==> config.mk <==
export PLATFORM = sky130hd
export DESIGN_NAME = idm_div
export DESIGN_NICKNAME = d
export VERILOG_FILES = /design/src/idm_pkg.sv /design/src/idm_div.sv
export SDC_FILE = /design/constraint.sdc
export NUM_CORES = 1
export LEC_CHECK = 0
export ABC_AREA = 1
export BUFFER_PORTS_ARGS = -buffer_cell sky130_fd_sc_hd__buf_2
export CORE_ASPECT_RATIO = 0.7
export CORE_MARGIN = 5
export CORE_UTILIZATION = 30
export CTS_CLUSTER_SIZE = 25
export DETAILED_ROUTE_END_ITERATION = 12
export GPL_TIMING_DRIVEN = 1
export SETUP_SLACK_MARGIN = 0.1
export SYNTH_ARGS = -nofsm -noshare
export SYNTH_HDL_FRONTEND = slang
export SYNTH_SLANG_ARGS = --single-unit
==> constraint.sdc <==
create_clock -name clk_i -period 3.5 [get_ports clk_i]
set_input_delay 0.35 -clock clk_i [delete_from_list [all_inputs] [get_ports clk_i]]
set_output_delay 0.35 -clock clk_i [all_outputs]
set_load 0.02 [all_outputs]
==> src/idm_pkg.sv <==
// shared types, constants and codes for the interval duration monitor
package idm_pkg;

  localparam int unsigned DEF_THREAD_SLOTS     = 16;
  localparam int unsigned DEF_MAX_INTERVAL_IDS = 16;

  localparam int unsigned IDS_W   = 5;
  localparam int unsigned IDENT_W = 32;
  localparam int unsigned ID_W    = 8;
  localparam int unsigned TIME_W  = 40;
  localparam int unsigned COUNT_W = 32;
  localparam int unsigned MEAN_W  = 48;

  // divider: 48 quotient bits, remainder wide enough for a 33-bit divisor
  localparam int unsigned DIV_W  = 48;
  localparam int unsigned REM_W  = 33;
  localparam int unsigned STEP_W = 6;
  // mean * n + span * 256 stays below 2^81
  localparam int unsigned NUM_W  = 81;

  // slot hash folds four identity bits per cycle
  localparam logic [3:0]        HASH_STEPS = 4'd8;
  localparam logic [STEP_W-1:0] MEAN_STEPS = 6'd48;

  typedef enum logic {
    KIND_BEGIN = 1'b0,
    KIND_END   = 1'b1
  } kind_e;

  typedef enum logic [1:0] {
    STAT_OK      = 2'd0,
    STAT_BAD_ID  = 2'd1,
    STAT_FOREIGN = 2'd2
  } status_e;

  typedef enum logic [3:0] {
    ST_CLEAR,
    ST_IDLE,
    ST_SLOT_GO,
    ST_SLOT_WAIT,
    ST_READ,
    ST_DECIDE,
    ST_MUL_LO,
    ST_MUL_HI,
    ST_DIV_GO,
    ST_DIV_WAIT,
    ST_WRITE,
    ST_DONE
  } state_e;

  typedef struct packed {
    kind_e               kind;
    logic [IDENT_W-1:0]  thread_ident;
    logic [ID_W-1:0]     interval_id;
    logic [TIME_W-1:0]   time_us;
  } in_item_t;

  typedef struct packed {
    status_e             status;
    logic [3:0]          slot;
    logic [COUNT_W-1:0]  event_total;
    logic [MEAN_W-1:0]   mean_time;
    logic [TIME_W-1:0]   last_span;
  } out_item_t;

  typedef struct packed {
    logic [TIME_W-1:0]   start_time;
    logic [COUNT_W-1:0]  event_count;
    logic [MEAN_W-1:0]   mean_duration;
  } entry_t;

  typedef struct packed {
    logic              start;
    logic [STEP_W-1:0] steps;
  } div_cmd_t;

  typedef struct packed {
    logic              busy;
    logic [DIV_W-1:0]  quotient;
  } div_rsp_t;

endpackage

==> src/idm_div.sv <==
// bit-serial restoring divider, one quotient bit per cycle
module idm_div (
  input  logic                      clk_i,
  input  logic                      rst_ni,
  input  idm_pkg::div_cmd_t         cmd_i,
  input  logic [idm_pkg::REM_W-1:0] rem_init_i,
  input  logic [idm_pkg::DIV_W-1:0] dividend_i,
  input  logic [idm_pkg::REM_W-1:0] divisor_i,
  output idm_pkg::div_rsp_t         rsp_o
);

  logic [idm_pkg::STEP_W-1:0] cnt_q, cnt_d;
  logic [idm_pkg::REM_W-1:0]  rem_q, rem_d;
  logic [idm_pkg::DIV_W-1:0]  dvd_q, dvd_d;
  logic [idm_pkg::REM_W-1:0]  dsr_q, dsr_d;
  logic [idm_pkg::REM_W:0]    trial;
  logic [idm_pkg::REM_W+1:0]  diff;
  logic                       ge;

  assign trial = {rem_q, dvd_q[idm_pkg::DIV_W-1]};
  assign diff  = {1'b0, trial} - {2'b00, dsr_q};
  assign ge    = ~diff[idm_pkg::REM_W+1];

  always_comb begin
    cnt_d = cnt_q;
    rem_d = rem_q;
    dvd_d = dvd_q;
    dsr_d = dsr_q;
    if (cmd_i.start) begin
      cnt_d = cmd_i.steps;
      rem_d = rem_init_i;
      dvd_d = dividend_i;
      dsr_d = divisor_i;
    end else if (cnt_q != '0) begin
      cnt_d = cnt_q - 1'b1;
      rem_d = ge ? diff[idm_pkg::REM_W-1:0] : trial[idm_pkg::REM_W-1:0];
      // dividend bits leave at the top, quotient bits enter at the bottom
      dvd_d = {dvd_q[idm_pkg::DIV_W-2:0], ge};
    end
  end

  always_ff @(posedge clk_i or negedge rst_ni) begin
    if (!rst_ni) begin
      cnt_q <= '0;
    end else begin
      cnt_q <= cnt_d;
    end
  end

  always_ff @(posedge clk_i) begin
    rem_q <= rem_d;
    dvd_q <= dvd_d;
    dsr_q <= dsr_d;
  end

  assign rsp_o.busy     = (cnt_q != '0);
  assign rsp_o.quotient = dvd_q;

endmodule

-- Word-level counts from Yosys, hierarchy flattened
Index checks and enable logic that the tools add are counted.
- flip-flop bits (word level): 120
- output and inout port bits: 49
- input port bits: 123
- reduce and logical (&&, ||, !) cells: 2
- bitwise gates (word level): 1
- multiplexer cells: 7
- $add $sub $neg: 2
- operators with widths (cell ; count):
    $mux 33 ; 3
    $mux 48 ; 2
    $sub 34x33->35 ; 1
    $mux 6 ; 2
    $reduce_bool 6->1 ; 1
    $sub 6x1->6 const B ; 1
    $reduce_bool 2->1 ; 1
    $not 1->1 ; 1

-- Logic depth before layout (Yosys ltp)
- word-level depth: 4
- depth in mapped cells: 16

-- Least setup slack after synthesis
Ideal clock, no wire load.
- path kind: register to register
- start: reg cnt_q[0] (netlist bit)
- end: reg cnt_q[1] (netlist bit)
- required time: 3.382 ns
- slack: 0.450 ns
- clock period less this slack: 3.050 ns
- stages on the path, launching flop included: 10
- path buffers: 0
- arrival: 2.931 ns
- library setup time: 0.118 ns
- path through: dfrtp_1 -> inv_1 -> ha_1 -> nand2_1 -> nor4_1 -> inv_1 -> nor2_1 -> inv_1 -> o211ai_1 -> o21ai_0
- RTL lines (what ; RTL line ; source):
    start: declaration ; idm_div.sv:12 ; logic [idm_pkg::STEP_W-1:0] cnt_q, cnt_d;
    start signal: assignment ; idm_div.sv:46 ; cnt_q <= cnt_d;

-- Final worst setup path
- start: reg dvd_q[47] (netlist bit)
- end: reg rem_q[32] (netlist bit) (data pin)
- longest elaborated chain between the ends: 4
- RTL lines (what ; RTL line ; source):
    start: declaration ; idm_div.sv:14 ; logic [idm_pkg::DIV_W-1:0] dvd_q, dvd_d;
    start signal: assignment ; idm_div.sv:52 ; dvd_q <= dvd_d;
    $sub 34x33->35 ; idm_div.sv:21 ; assign diff = {1'b0, trial} - {2'b00, dsr_q};
    $mux 33 ; idm_div.sv:36 ; rem_d = ge ? diff[idm_pkg::REM_W-1:0] : trial[idm_pkg::REM_W-1:0];
    $mux 33 ; idm_div.sv:34 ; end else if (cnt_q != '0) begin
    $mux 33 ; idm_div.sv:29 ; if (cmd_i.start) begin
    net rem_d, one bit ; idm_div.sv:13 ; logic [idm_pkg::REM_W-1:0] rem_q, rem_d;
    end signal: assignment ; idm_div.sv:51 ; rem_q <= rem_d;
    end: declaration ; idm_div.sv:13 ;
The timed path passes the listed nets, and every way through them passes these cells. The select of a mux whose other input is x is not followed.
A chain may end at the register's enable or synchronous reset.

==> metrics.txt <==
clk buf depth 2; vias per cell between 4 and 5; final instance area 9840 um^2; dpl cell area 9260 um^2; CP endpoint kind register; max incr delay on CP 0.44 ns; power density over cell area 779 nW/um^2; DR iter-0 viols 500; Initial Util 0.302; Max Slew Vio Count 0; vias 7,319; Die Area 30,200 um^2; Worst Path Max Fanout 34; Routed WL per cell 15.4 um; synthesized area 8020 um^2; global-route wire length before repair 39,600 um; CP max stage cell fa_1; core area 26,500 um^2; Worst Tran Pin Value approximately 1.2 ns; worst vdd ir ~0.00038 V; io pins 172; largest net degree at the start of global routing 99; final WL 25,200 um; Final setup viols 0; LEAKAGE 5.25 nW; syn_nets ~1,200; Global Route Usage Sum 0.169; register area share after synthesis 0.445; Yosys reg bits 120; Post-CTS Setup Repair Bufs 0; share of cells above drive strength 1 0.188; Core Rows 50; Clock Skews 0.00999 ns; First-pass DRT Iterations 5; Area growth syn-to-layout 22.7%; status complete, no violations; period utilization 0.801; Root Driver clkbuf_16; min cycle time layout 2.80 ns; DR DRC count 0; max frequency 357 MHz; gp weighted congestion 0.937; slew margin rel. 0.218; MaxCap Viol Count 0; worst path cell trace inv_1 -> ha_1 -> inv_1 -> fa_1 -> nand3_2 -> nand3_2 -> nand2_2 -> nand2_2 -> nand2_4 -> nand2_8 -> nand2_2 -> nand2_1 -> nand2_1 -> nand2_1; CTS Buf Count 17; RSZ-0062 raised after global routing no; Ys Warns 0; Worst EP required 3.68 ns; commonest non-fill, non-tap cells in the layout 510 x nand2_1, 170 x buf_2, 159 x inv_1; post-layout util 0.371; detailed placement HPWL 19,300 um; H-tree level count 4; Cells after Synth ~1,100; clock sink count 120; critical path arrival 2.98 ns; hold crit path type in2reg; Post-DRT Antenna Nets 0; TritonCTS clock tree done; syn_area_per_cell 7.41 um^2; CTS clock-pin slew for the worst setup and hold paths 0.06 ns; startpoint types register; final hold violations 0; Overflow after GRT 0; later-pin clock latency in the skew report 0.43 ns; Crit Path Class reg2reg; Port Buffers 171; number of global-route vias before repair 7,167; antenna violations before repair 5; setup TNS 0 ns; Layout Nets 1,410; Die X 205 um; unique cell type count in the Yosys netlist 38; commonest non-fill, non-tap cell in the layout nand2_1; Die Y roughly 150 um
metrics by stage:
step	hold slack, ns	std cells	power [W]	worst slack (ns)
6_report	0.0937	1632	0.00767	0.697
5_1_grt	0.0715	1631	0.00832	0.471
4_1_cts	0.0747	1629	0.00769	0.665
3_5_place_dp	0.191	1596	0.00592	0.685
3_3_place_gp	0.184	1596	0.00591	0.777
2_1_floorplan	0.0544	1082	0.00494	0.450
registers in the layout, indices dropped and copies added, names as in the netlist:
| name | count |
|---|---|
| dvd_q | 48 |
| rem_q | 33 |
| cnt_q | 6 |
| dsr_q | 33 |
final cells by class:
type,count,area (um^2)
well taps,364,455
multi-input cells,768,3680
clock buffers,23,458
clock inverters,9,103
inverters,168,632
flip-flops and latches,120,3570
repair buffers,177,931
fillers,2875,16700
diodes,3,7.51
synth_stat cells (all sizes together):
cell	number	area share
xor2	2	0.0022
fa	1	0.0025
nand4	9	0.0070
buf	12	0.010
o21bai	3	0.0028
a21oi	20	0.013
nand2	522	0.25
clkbuf	14	0.0066
a211oi	1	0.00094
nand3b	23	0.022
nor2	48	0.028
o21ai	6	0.0037
and2	7	0.0055
clkinv	1	0.00047
nand3	68	0.044
o211ai	1	0.00094
ha	34	0.053
dfrtp	6	0.019
inv	167	0.078
nor3	5	0.0044
xnor2	15	0.016
nor4	2	0.0016
a21o	1	0.00094
edfxtp	114	0.43
worst max-delay path, delay by kind of cell, from the launching register on:
family | cells | cell delay [ns]
AND/OR/NAND/NOR | 10 | 1.41
adder cells (fa/ha/maj) | 2 | 0.58
flip-flops | 1 | 0.38
buffers and inverters | 2 | 0.17
metal layers:
layer  share of wire  track usage
met5          0.0014            0
met4          0.0092       0.0371
met1            0.51        0.254
met2            0.40        0.235
met3           0.082       0.0554
kinds of logic (layout without fill, tap and decap cells):
group,after synthesis,count (layout),synth area share
AOI/OAI and AO/OA,32,32,0.0228
xor gates and xnor gates,17,17,0.0186
adders and majority gates,35,35,0.0555
buffers and inverters,194,377,0.0955
DFF,120,120,0.445
other,0,3,0
and+or+nand+nor,684,684,0.362
path summary, 6_finish.rpt:
kind                                  end  slack, ns         start  cells past startpoint
worst max-delay path            rem_q[32]       0.70     dvd_q[47]                     14
worst min-delay path             dsr_q[0]       0.09  divisor_i[0]                      1
worst max register to register  rem_q[32]       0.70     dvd_q[47]                     14
worst min register to register  dvd_q[47]       0.54     dvd_q[46]                      2
max in group asynchronous        cnt_q[1]       3.06        rst_ni                      2
min in group asynchronous        cnt_q[2]       0.28        rst_ni                      2
report_power, final:
group,switching [W],leakage [nW],internal [W],total [W]
Sequential,0.000176,1.27,0.00198,0.00215
Combinational,0.00249,3.71,0.00131,0.00379
Clock,0.000660,0.267,0.00106,0.00172
Total,0.00332,5.25,0.00434,0.00767
repair_timing:
item	in CTS	in global routing
hold endpoints to repair	6	0
hold buffers	1	0
gates resized for setup	0	0
No activity file was read; power rests on OpenSTA's default activity.
